File: src/rtl/htbd_pkg.sv
// ----------------------------------------------------------------------------
// htbd_pkg: shared types and constants for the Huffman tree bit decoder
// Action and status codes, field widths, and the command and status structs
// exchanged between the controller and the datapath.
// ----------------------------------------------------------------------------
package htbd_pkg;

  localparam int NODES_DEF    = 1024;  // default node store depth
  localparam int SYMBOLS      = 288;   // symbols >= this are rejected by add
  localparam int MAX_CODE_LEN = 15;    // longer codes are rejected by add

  localparam int SYM_W  = 9;
  localparam int CODE_W = 15;
  localparam int LEN_W  = 4;

  typedef enum logic [1:0] {
    ACT_CLEAR  = 2'd0,
    ACT_ADD    = 2'd1,
    ACT_DECODE = 2'd2,
    ACT_NONE   = 2'd3
  } action_t;

  typedef enum logic [1:0] {
    ST_OK   = 2'd0,
    ST_SYM  = 2'd1,
    ST_MISS = 2'd2,
    ST_FULL = 2'd3
  } status_t;

  // Controller -> datapath
  typedef struct packed {
    logic    accept;       // load the input beat
    logic    clear;        // reset tree to a bare root
    logic    walk_add;     // link lookup follows the add path
    logic    add_step;     // follow an existing link
    logic    add_alloc;    // allocate a node and link it
    logic    add_zero;     // clear both links of the new node
    logic    add_mark;     // mark the final node with the symbol
    logic    dec_check;    // evaluate the decode link
    logic    dec_settle;   // move cursor after the symbol lookup
    logic    res_load;     // a result is ready this cycle
    status_t res_status;
    logic    res_sym_sel;  // take the symbol from the node store
    logic    pend_emit;    // move the held result to the output
  } cmd_t;

  // Datapath -> controller
  typedef struct packed {
    action_t action;
    logic    add_ok;
    logic    link_zero;
    logic    store_full;
    logic    last_level;
    logic    leaf;
    logic    out_free;
  } sts_t;

endpackage

File: src/rtl/htbd_ctrl.sv
// ----------------------------------------------------------------------------
// htbd_ctrl: sequencing state machine
// Accepts one beat at a time, walks the add or decode sequence and hands the
// result to the output stage, holding it when the output is still occupied.
// ----------------------------------------------------------------------------
module htbd_ctrl (
  input  logic          clk,
  input  logic          rst_n,
  input  logic          in_valid,
  output logic          in_stall,
  input  htbd_pkg::sts_t sts,
  output htbd_pkg::cmd_t cmd
);

  typedef enum logic [6:0] {
    S_IDLE     = 7'b0000001,
    S_ADD_CHK  = 7'b0000010,
    S_ADD_ZERO = 7'b0000100,
    S_ADD_MARK = 7'b0001000,
    S_DEC_CHK  = 7'b0010000,
    S_DEC_SYM  = 7'b0100000,
    S_DONE     = 7'b1000000
  } state_t;

  state_t state_r, state_nxt;

  assign in_stall = (state_r != S_IDLE);

  always_comb begin
    cmd            = '0;
    cmd.res_status = htbd_pkg::ST_OK;
    state_nxt      = state_r;
    unique case (state_r)
      S_IDLE: begin
        if (in_valid) begin
          cmd.accept = 1'b1;
          unique case (sts.action)
            htbd_pkg::ACT_CLEAR: begin
              cmd.clear    = 1'b1;
              cmd.res_load = 1'b1;
            end
            htbd_pkg::ACT_ADD: begin
              if (sts.add_ok) begin
                state_nxt = S_ADD_CHK;
              end else begin
                cmd.res_load = 1'b1;
              end
            end
            htbd_pkg::ACT_DECODE: begin
              state_nxt = S_DEC_CHK;
            end
            default: begin
              cmd.res_load = 1'b1;
            end
          endcase
        end
      end
      S_ADD_CHK: begin
        cmd.walk_add = 1'b1;
        if (sts.link_zero) begin
          if (sts.store_full) begin
            cmd.res_load   = 1'b1;
            cmd.res_status = htbd_pkg::ST_FULL;
          end else begin
            cmd.add_alloc = 1'b1;
            state_nxt     = S_ADD_ZERO;
          end
        end else begin
          cmd.add_step = 1'b1;
          if (sts.last_level) begin
            state_nxt = S_ADD_MARK;
          end
        end
      end
      S_ADD_ZERO: begin
        cmd.walk_add = 1'b1;
        cmd.add_zero = 1'b1;
        state_nxt    = sts.last_level ? S_ADD_MARK : S_ADD_CHK;
      end
      S_ADD_MARK: begin
        cmd.add_mark = 1'b1;
        cmd.res_load = 1'b1;
      end
      S_DEC_CHK: begin
        cmd.dec_check = 1'b1;
        if (sts.link_zero) begin
          cmd.res_load   = 1'b1;
          cmd.res_status = htbd_pkg::ST_MISS;
        end else begin
          state_nxt = S_DEC_SYM;
        end
      end
      S_DEC_SYM: begin
        cmd.dec_settle  = 1'b1;
        cmd.res_load    = 1'b1;
        cmd.res_status  = sts.leaf ? htbd_pkg::ST_SYM : htbd_pkg::ST_OK;
        cmd.res_sym_sel = sts.leaf;
      end
      S_DONE: begin
        if (sts.out_free) begin
          cmd.pend_emit = 1'b1;
          state_nxt     = S_IDLE;
        end
      end
      default: begin
        state_nxt = S_IDLE;
      end
    endcase
    // Hold the result when the output register cannot take it yet
    if (cmd.res_load) begin
      state_nxt = sts.out_free ? S_IDLE : S_DONE;
    end
  end

  always_ff @(posedge clk) begin
    if (!rst_n) begin
      state_r <= S_IDLE;
    end else begin
      state_r <= state_nxt;
    end
  end

endmodule

File: config.mk
export PLATFORM = sky130hd
export DESIGN_NAME = htbd_ctrl
export DESIGN_NICKNAME = d
export VERILOG_FILES = /design/src/rtl/htbd_pkg.sv /design/src/rtl/htbd_ctrl.sv
export SDC_FILE = /design/constraint.sdc
export NUM_CORES = 1
export LEC_CHECK = 0
export BUFFER_PORTS_ARGS = -buffer_cell sky130_fd_sc_hd__buf_2
export CORE_MARGIN = 4
export CORE_UTILIZATION = 30
export CTS_BUF_LIST = sky130_fd_sc_hd__clkbuf_8
export CTS_CLUSTER_SIZE = 40
export DETAILED_ROUTE_END_ITERATION = 8
export HOLD_SLACK_MARGIN = 0.02
export PLACE_DENSITY_LB_ADDON = 0.05
export SLEW_MARGIN = 25
export SYNTH_ARGS = -nofsm -noshare
export SYNTH_HDL_FRONTEND = slang
export SYNTH_SLANG_ARGS = --single-unit
File: constraint.sdc
create_clock -name clk -period 2.25 [get_ports clk]
set_clock_uncertainty 0.05 [all_clocks]
set_input_delay 0.45 -clock clk [delete_from_list [all_inputs] [get_ports clk]]
set_output_delay 0.45 -clock clk [all_outputs]
set_load 0.02 [all_outputs]
Word-level counts from Yosys, hierarchy flattened --
Cells that the tools add are included.
Storage, ports and cells: flip-flop bits (word level) 7, input bits 11, output and inout port bits 15, word-level logic and storage cells 59
Operators by class: equal/unequal tests 18, muxes and demuxes 36, reductions and logical operators 4
Operators with widths (number):
- 2-to-1 mux 7 bit | 9
- one-hot mux 7 bit (6 select lines) | 1
- 2-to-1 mux 1 bit | 15
- one-hot mux 7 bit (2 select lines) | 1
- != test 4 bit, second input constant | 3
- 2-to-1 mux 3 bit | 3
- != test 3 bit, second input constant | 3
- AND reduction 8 bit | 1
- == test 7 x 1 -> 1 bit, second input constant | 1
- == test 7 x 2 -> 1 bit, second input constant | 1
- == test 7 x 3 -> 1 bit, second input constant | 1
- == test 7 x 4 -> 1 bit, second input constant | 1
- == test 7 x 5 -> 1 bit, second input constant | 1
- == test 7 x 6 -> 1 bit, second input constant | 1
- == test 7 bit, second input constant | 1
- != test 7 x 1 -> 1 bit, second input constant | 1
- 2-to-1 mux 2 bit | 3
- one-hot mux 2 bit (3 select lines) | 1
- 2-to-1 mux 4 bit | 1
- != test 4 x 2 -> 1 bit, second input constant | 1
- one-hot mux 1 bit (4 select lines) | 1
- OR reduction 2 bit | 2
- == test 2 x 1 -> 1 bit, second input constant | 1
- == test 2 bit, second input constant | 1
- 3 further kinds | 3

Depth between registers and ports, before layout --
Gate-level depths: netlist of the first run.
depth after elaboration 6, gate-level depth with buffers 5, depth with buffers taken out 5

Worst setup path before layout of the first run --
Ideal clock, no wire load.
path kind flip-flop to output port, start reg state_r[4], end out cmd[12] (netlist bit), arrival 1.527 ns, data required time 1.750 ns, path slack 0.223 ns, cell stages (with the launch flop) 4, path buffers 0, path through dfxtp_1 nor3_4 nand4b_4 nor4_1
RTL lines:
- start: declaration | RTL line htbd_ctrl.sv:25 | state_t state_r, state_nxt;
- start signal: assignment | RTL line htbd_ctrl.sv:119 | state_r <= state_nxt;
- end: declaration | RTL line htbd_ctrl.sv:12 | output htbd_pkg::cmd_t cmd

==> impl_metrics.yaml, run 1 <==
worst_setup_path:
  cp_data_required_time_ns: 1.75
  path_cells: "nor3_4 > nand4_1 > a21boi_4 > or2_2 > buf_2"
  path_buf_inv: 1
  critPathKind: "reg -> out"
  worstSetupPathDepth: 5
  critPathTopFamily: "simple AND/OR/NAND/NOR gates"
  reg2reg_depth: 6
  crit_fanout: 5
  crit_path_end_kind: "primary output"
  cp.arrival_ns: 1.68
  cp_slowest_cell: "dfxtp_1"
  cpPeakStageDelay_ns: 0.38
  start_kind: "flop"
route:
  drt_wl_total_um: 1800
  vias: 609
  ant_nets: 0
  via_per_inst: 4.95
  drc: 0
  drt_iter0_markers: 9
  drt-wirelength-per-cell_um: 14.7
  dr.pass1.iters: 4
sta:
  hold_slack_ns: 0.396
  finalWorstSetupSlack_ns: 0.0662
  finalCritPeriodShare: 0.971
  fmax_mhz: 458
  setup_viol: 0
  worstMarginPinSlew_ns: 0.327
  fin_crit_ns: 2.18
  final-hold-violation-count: 0
  relSlewSlack: 0.781
  slew_viol_final: 0
logic_synthesis:
  synth_edf_count: 0
  ys_seq_elements: 7
  syn_nets: 77
  synth_top_area_share: 0.257
  synth_most_common_cell: "nor2_1"
  synth_flop_cell: "dfxtp_1"
  syn_area_um2: 544
  synth.area.top_cells: "dfxtp_1 (26%), nor2_1 (5.5%), nand4b_4 (4.4%)"
  synth_cells: 66
  synthArstFlopShare: 0
  synth.yosys.seq_area_share: 0.257
  synth_cell_types: 33
  yosys_warnings: 0
  syn_area_per_cell_um2: 8.25
  synth_top_cells_by_count: "nor2_1 (8), dfxtp_1 (7), inv_1 (5), nor3_1 (4)"
  yosys.area.top_type: "dfxtp_1"
global_routing:
  grt-ovfl-total: 0
  grt_pass1_vias: 601
  track_usage: 0.145
  antenna_found_initial: 0
  grt_pass1_wl_um: 2770
  grt_start_max_net_pins: 10
min_path:
  hold_class: "in -> reg"
  min_delay_path_depth: 2
final_layout:
  n_antenna_cell: 0
  regArea_um2: 141
  n_fill_cell: 184
  area_growth_syn_to_layout_pct: 45.3
  largest-register: "state_r"
  multi_input_area_um2: 407
  nNetsFinal: 110
  largest_reg_flops: 7
  layout-drive-gt1-share: 0.469
  top_regs: "state_r x7"
pwr:
  ir_drop_uv: 389
  finalPower_uw: 726
  cellPowerDensity_nw_per_um2: 919
  p_leak_uw: 0.000404
floorplan:
  core_um2: 1730
  initial_core_util: 0.315
  die_y_um: 50.6
  die_area_um2: 2560
  dieWidth_um: 50.6
  row_count: 15
  ioPinCount: 26
run:
  drv_cap: 0
clock_tree:
  ctsHoldBuffers: 0
  clock_latency_ns: 0.23
  cts_max_level: 1
  cts_tree: "done"
  cts.path.max_buffers: 2
  clockRootBuffer: "clkbuf_8"
  cts_sinks: 7
  cts.clk_slew.worst_paths_ns: 0.04
  cts_made_buffers: 3
placed_design:
  hpwlAfterDp_um: 1340
  dp_slack_ns: 0.203
  gp_congestion: 0.826
  port_buffers: 25
status:
  status: "completed"
per-layer routing:
metal	wire, um	GRT usage	vias up
met1	789	0.172	278
met4	0	0.0673	0
met2	903	0.235	18
li1	-	-	313
met3	110	0.0475	0
met5	0	0	-
path summary, 6_finish.rpt:
| check | end | slack, ns | start |
|---|---|---|---|
| max | cmd[4] | 0.07 | state_r[4] |
| min | state_r[2] | 0.40 | sts[3] |
| max reg2reg | state_r[1] | 0.47 | state_r[4] |
| min reg2reg | state_r[5] | 0.59 | state_r[4] |
timing repair:
action | 4_1_cts | 5_1_grt
endpoints found under the setup margin | 1 | 1
gates resized for setup | 1 | 3
buffers inserted | 0 | 1
endpoints found under the hold margin | 0 | 0
pin swaps | 0 | 2
final cells by class:
type / count / share of cell area
clock buffers: 3 / 0.0522
inverters: 5 / 0.0237
well taps: 25 / 0.0396
clock inverters: 1 / 0.00475
multi-input cells: 54 / 0.514
repair buffers: 28 / 0.187
flip-flops and latches: 7 / 0.179
power breakdown:
part           total [uW]  internal, uW  leakage, uW  switching, uW
combinational         360           165     0.000320            196
clock                 178           118    0.0000269           59.4
sequential            188           144    0.0000576           44.0
total                 726           427     0.000404            299
metrics by stage:
step,instance area [um2],util,setup TNS [ns],cells
2_1_floorplan,544,-,0,66
3_3_place_gp,716,0.414,0,118
3_5_place_dp,716,0.414,0,118
4_1_cts,769,0.446,0,122
5_1_grt,791,0.458,-0.0337,123
6_report,791,0.458,0,123
worst register-to-register path, stage by stage, from the launching register on:
cell	delay, ns
dfxtp_1	0.38
nor3_4	0.34
nand4b_4	0.14
buf_4	0.19
o2bb2ai_2	0.12
or3b_1	0.35
a21oi_1	0.14
cells by family after synthesis:
kind of cell,synth area share
compound gates,0.195
xor+xnor,0.0161
buf+inv,0.0345
flops,0.257
simple gates,0.497
cells in the final DEF, fill, tap and decap left out, types with 2 or more instances in the layout:
master / instances
buf_4: 3
nand3_1: 2
or2_2: 2
nand4_1: 2
and3_2: 3
clkbuf_8: 3
inv_1: 6
nor4_1: 2
dfxtp_1: 6
o21ai_0: 3
nor2_1: 8
nor2b_1: 2
o211ai_1: 2
nand2_1: 2
buf_2: 25
and2_1: 2
nor3_1: 4
(Power assumes the default switching activity.)
==> run 2, diff against run 1 <==
ABC_AREA = 1   (was unset)
RECOVER_POWER = 100   (was unset)
==> run 2 against run 1 <==
Clock power decreased by 6%. Sequential share of layout area fell by 2.4 points. Cell count rose by 45%. Largest power group unchanged. Combinational power up 5%.
==> impl_metrics.yaml, run 2 <==
final_layout:
  final_cells: 178
  regArea_um2: 140
  nNetsFinal: 162
  largest-register: "state_r"
  multi_input_area_um2: 483
  area_growth_syn_to_layout_pct: 24.4
  layout-drive-gt1-share: 0.247
  n_antenna_cell: 0
  largest_reg_flops: 7
  top_regs: "state_r x7"
  final_cell_mix: "nand2_1 (26), nor2_1 (25), inv_1 (24)"
  layout_commonest_cell: "nand2_1"
  n_fill_cell: 272
sta:
  hold_slack_ns: 0.471
  fin_tns_setup_ns: 0
  relSlewSlack: 0.825
  slew_viol_final: 0
  final-hold-violation-count: 0
  finalCritPeriodShare: 0.901
  finalWorstSetupSlack_ns: 0.223
  fmax_mhz: 493
  setup_viol: 0
  worstMarginPinSlew_ns: 0.261
  fin_crit_ns: 2.03
  rsz0062_at_grt: "no"
worst_setup_path:
  start_kind: "flop"
  crit_path_end_kind: "primary output"
  critPathKind: "reg -> out"
  cp.arrival_ns: 1.53
  r2r_slack_ns: 0.60
  reg2reg_depth: 11
  cp_data_required_time_ns: 1.75
  crit_fanout: 7
route:
  drc: 0
  routed-wl-met2_um: 860
  vias: 759
  routed.top_layer: "met3"
  drt_iter0_markers: 12
  ant_nets: 0
  drt-wirelength-per-cell_um: 10.3
  dr_wl_met3_um: 102
  via_per_inst: 4.26
  drt_wl_total_um: 1830
  wl_met1_um: 869
  dr.pass1.iters: 3
floorplan:
  dieWidth_um: 57.3
  die_area_um2: 3280
  initial_core_util: 0.324
  die_y_um: 57.3
  ioPinCount: 26
  row_count: 17
  core_um2: 2250
logic_synthesis:
  yosys_warnings: 0
  synth_flop_cell: "dfxtp_1"
  synth_top_area_share: 0.192
  synth_top_cells_by_count: "nand2_1 (24), nor2_1 (24), inv_1 (21), dfxtp_1 (7), nor2_4 (7)"
  synth_edf_count: 0
  synth_cell_types: 19
  yosys.area.top_type: "dfxtp_1"
  synth_fa_ha_area_frac: 0
  synth_cells: 121
  synth-simple-area-share: 0.640
  syn_area_um2: 729
  synthMuxAreaShare: 0
  synth.area.top_cells: "dfxtp_1 (19%), nand2_1 (12%), nor2_1 (12%)"
  synth_top_family_by_area: "simple AND/OR/NAND/NOR gates"
  synth_xor_area_frac: 0
  syn_area_per_cell_um2: 6.03
  syn_nets: 132
  synth.yosys.seq_area_share: 0.192
  synthArstFlopShare: 0
  synth_compound_area_frac: 0.0395
  ys_seq_elements: 7
clock_tree:
  cts_tree: "done"
  cts_sinks: 7
  cts.path.max_buffers: 2
  ctsResizeCount: 0
  clock_latency_ns: 0.22
  cts_made_buffers: 3
  cts.clk_slew.worst_paths_ns: 0.04
  ctsHoldBuffers: 0
  cts_max_level: 1
  clockRootBuffer: "clkbuf_8"
  postCtsSetupBuffers: 0
placed_design:
  dp.cells: 174
  hpwlAfterDp_um: 1590
  gp_congestion: 0.756
  port_buffers: 25
  dp_slack_ns: 0.477
pwr:
  ir_drop_uv: 440
  seqPwrFrac: 0.221
  p_comb_frac: 0.539
  swShare: 0.461
  cellPowerDensity_nw_per_um2: 772
  p_sw_uw: 323
  p_leak_uw: 0.000504
  p_int_uw: 378
  clkPwrFrac: 0.240
global_routing:
  grt_start_max_net_pins: 8
  track_usage: 0.120
  grt-ovfl-total: 0
  grt_pass1_vias: 745
  grt_pass1_wl_um: 3150
  antenna_found_initial: 0
min_path:
  min_delay_path_depth: 3
  hold_class: "in -> reg"
status:
  status: "completed"
run:
  drv_cap: 0
==> run 2: worst max-delay path, cell delays in order, from the launching register on <==
cell and delay (ns):
dfxtp_1 0.33, inv_1 0.12, nand2_4 0.09, nor2_2 0.16, nand2_4 0.11, nor3_1 0.23, clkbuf_1 0.27
==> run 2: power by group through the flow <==
stage | Clock [uW] | Combinational [uW] | Sequential (uW)
final | 168 | 377 | 154
after CTS | 174 | 403 | 154
after global placement | 0 | 401 | 158
after global routing | 180 | 431 | 158
after detailed placement | 0 | 402 | 156
after floorplan | 0 | 311 | 153
==> run 2: metal layers <==
layer,track usage,vias up
met5,0,-
met4,0.0199,0
met3,0.0249,0
met2,0.212,14
met1,0.152,320
li1,-,425
==> run 2: cell families after synthesis <==
| kind of cell | count (synthesis) |
|---|---|
| simple gates | 84 |
| compound gates | 5 |
| buf+inv | 25 |
| flops | 7 |
==> run 2: path summary, 6_finish.rpt <==
| check | start | to |
|---|---|---|
| worst max-delay path | state_r[3] | cmd[9] |
| worst min-delay path | rst_n | state_r[4] |
| worst max register to register | state_r[3] | state_r[2] |
| worst min register to register | state_r[6] | state_r[6] |
==> run 2: area by class of cell <==
type                       instances  share of cell area
clock buffer                       3              0.0455
clock inverter                     1             0.00414
inverter                          25               0.103
multi-input combinational         89               0.532
sequential                         7               0.154
tap                               28              0.0386
timing repair buffer              25               0.121
==> run 2: stage by stage <==
step | area (um2) | util | power, uW
2_1_floorplan | 729 | - | 464
6_report | 907 | 0.402 | 700
3_5_place_dp | 890 | 0.395 | 558
3_3_place_gp | 890 | 0.395 | 558
5_1_grt | 907 | 0.402 | 769
4_1_cts | 935 | 0.415 | 731
==> run 3, diff against run 2 <==
REMOVE_ABC_BUFFERS = 1   (was unset)
clock period = 1.7 ns   (was 2.25 ns; I/O delays follow)
==> run 3 against run 2 <==
The run now ends with negative setup slack left. Sequential power rose by 37%. Routed wire length grew 7.4%. Combinational power rose by 66%. Critical path type unchanged. Largest cell class unchanged. Count of clock-buffer cells in the layout stayed put. Hold slack got worse by 0.12 ns. Critical path depth grew 2. Register-to-register slack got worse by 0.49 ns. Core utilization grew 7.3 points. Via count increased by 8.6%.
==> impl_metrics.yaml, run 3 (synthesis results as in run 2) <==
final_layout:
  regArea_um2: 149
  area_growth_syn_to_layout_pct: 47.0
  n_fill_cell: 239
  layout_commonest_cell: "nand2_1"
  top_regs: "state_r x7"
  final_cell_mix: "nand2_1 (24), nor2_1 (23), inv_1 (20)"
  nNetsFinal: 170
  largest_reg_flops: 7
  final_core_util: 0.476
  layout-drive-gt1-share: 0.468
  multi_input_area_um2: 531
  n_antenna_cell: 0
  largest-register: "state_r"
  final_cells: 186
route:
  drt-wirelength-per-cell_um: 10.6
  drt_iter0_markers: 22
  ant_nets: 0
  via_per_inst: 4.43
  drt_wl_total_um: 1970
  drc: 0
  vias: 824
  dr.pass1.iters: 4
worst_setup_path:
  crit_path_end: "cmd[4]"
  worstSetupPathDepth: 8
  cp_slowest_cell: "dfxtp_2"
  cp_data_required_time_ns: 1.31
  crit_path_end_kind: "primary output"
  r2r-start: "state_r[5]"
  path_buf_inv: 2
  path_cells: "inv_2 > nand2_4 > nor2_4 > nand2_4 > nor2_4 > nor2_4 > nand2_4 > buf_6"
  critPathKind: "reg -> out"
  cpPeakStageDelay_ns: 0.32
  r2r-end: "state_r[2]"
  critPathTopFamily: "simple AND/OR/NAND/NOR gates"
  r2r_slack_ns: 0.11
  crit_fanout: 5
  reg2reg_depth: 10
  cp.arrival_ns: 1.32
  crit_start: "state_r[2]"
  start_kind: "flop"
floorplan:
  die_area_um2: 3280
  die_y_um: 57.3
  dieWidth_um: 57.3
  initial_core_util: 0.324
  ioPinCount: 26
  row_count: 17
  core_um2: 2250
pwr:
  swShare: 0.445
  ir_drop_uv: 493
  clkPwrFrac: 0.211
  finalPower_uw: 1060
  p_sw_uw: 471
  cellPowerDensity_nw_per_um2: 988
  p_comb_frac: 0.590
  seqPwrFrac: 0.199
  p_int_uw: 588
  p_leak_uw: 0.000620
sta:
  worstMarginPinSlew_ns: 0.263
  finalWorstSetupSlack_ns: -0.00528
  setup_viol: 1
  final-hold-violation-count: 0
  relSlewSlack: 0.823
  fmax_mhz: 586
  rsz0062_at_grt: "yes"
  fin_tns_setup_ns: -0.00528
  slew_viol_final: 0
  finalCritPeriodShare: 1.00
  fin_crit_ns: 1.71
clock_tree:
  cts_tree: "done"
  ctsHoldBuffers: 0
  cts_sinks: 7
  cts_made_buffers: 3
  clockRootBuffer: "clkbuf_8"
  cts_max_level: 1
  cts.clk_slew.worst_paths_ns: 0.04
  cts.path.max_buffers: 2
  clock_latency_ns: 0.22
global_routing:
  antenna_found_initial: 0
  grt_pass1_vias: 802
  grt_pass1_wl_um: 3390
  grt-ovfl-total: 0
  track_usage: 0.131
  grt_start_max_net_pins: 7
status:
  violations: "negative setup slack"
  status: "finished with violations"
placed_design:
  hpwlAfterDp_um: 1590
  port_buffers: 25
  dp.cells: 175
  gp_congestion: 0.756
run:
  drv_cap: 0
min_path:
  hold_class: "in -> reg"
-- run 3: cell types whose count changed in the layout (fill, tap and decap cells not counted), sizes merged --
| cell | change |
|---|---|
| buf | +18 |
| clkbuf | -10 |
-- run 3: worst min path at each step --
stage           from    endpoint  depth (start not counted)
3_3_place_gp   rst_n  state_r[4]                          3
3_5_place_dp   rst_n  state_r[4]                          3
6_report       rst_n  state_r[4]                          3
2_1_floorplan  rst_n  state_r[2]                          2
4_1_cts        rst_n  state_r[4]                          3
5_1_grt        rst_n  state_r[4]                          3
-- run 3: what timing repair did --
action | 4_1_cts | 5_1_grt
resized for setup | 18 | 10
setup buffers | 6 | 1
pin swaps | 5 | 6
setup endpoints to repair | 3 | 16
-- run 3: stage by stage --
step / area [um2] / hold slack (ns) / setup slack [ns]
finish: 1070 / 0.348 / -0.00528
global route: 1070 / 0.369 / -0.0729
CTS: 1040 / 0.345 / -0.0167
detailed placement: 897 / 0.589 / 0.145
global placement: 897 / 0.589 / 0.144
floorplan: 729 / 0.429 / -0.0613
-- run 3: power by group through the flow --
stage	clock network (uW)	logic [uW]	registers (uW)
5_1_grt	242	690	215
3_3_place_gp	0	531	210
3_5_place_dp	0	528	208
6_report	224	625	211
4_1_cts	231	616	208
2_1_floorplan	0	412	202
-- run 3: layout make-up --
class                           instances  share of cell area
Clock buffer                            3              0.0385
Inverter                               25              0.0875
Tap cell                               28              0.0327
Timing Repair Buffer                   33               0.204
Multi-Input combinational cell         89               0.495
Clock inverter                          1             0.00350
Sequential cell                         7               0.139
-- run 3: layer usage --
metal  vias to the layer above  GRT usage  wire length [um]
met5                         -          0                 0
met4                         0     0.0265                12
met3                         2     0.0339                88
met2                        16      0.215               942
met1                       362      0.172               924
li1                        444          -                 -
-- run 3: tightest hold or removal path: stages --
cell and delay, ns:
buf_2 0.13, nand4_1 0.08, inv_1 0.03
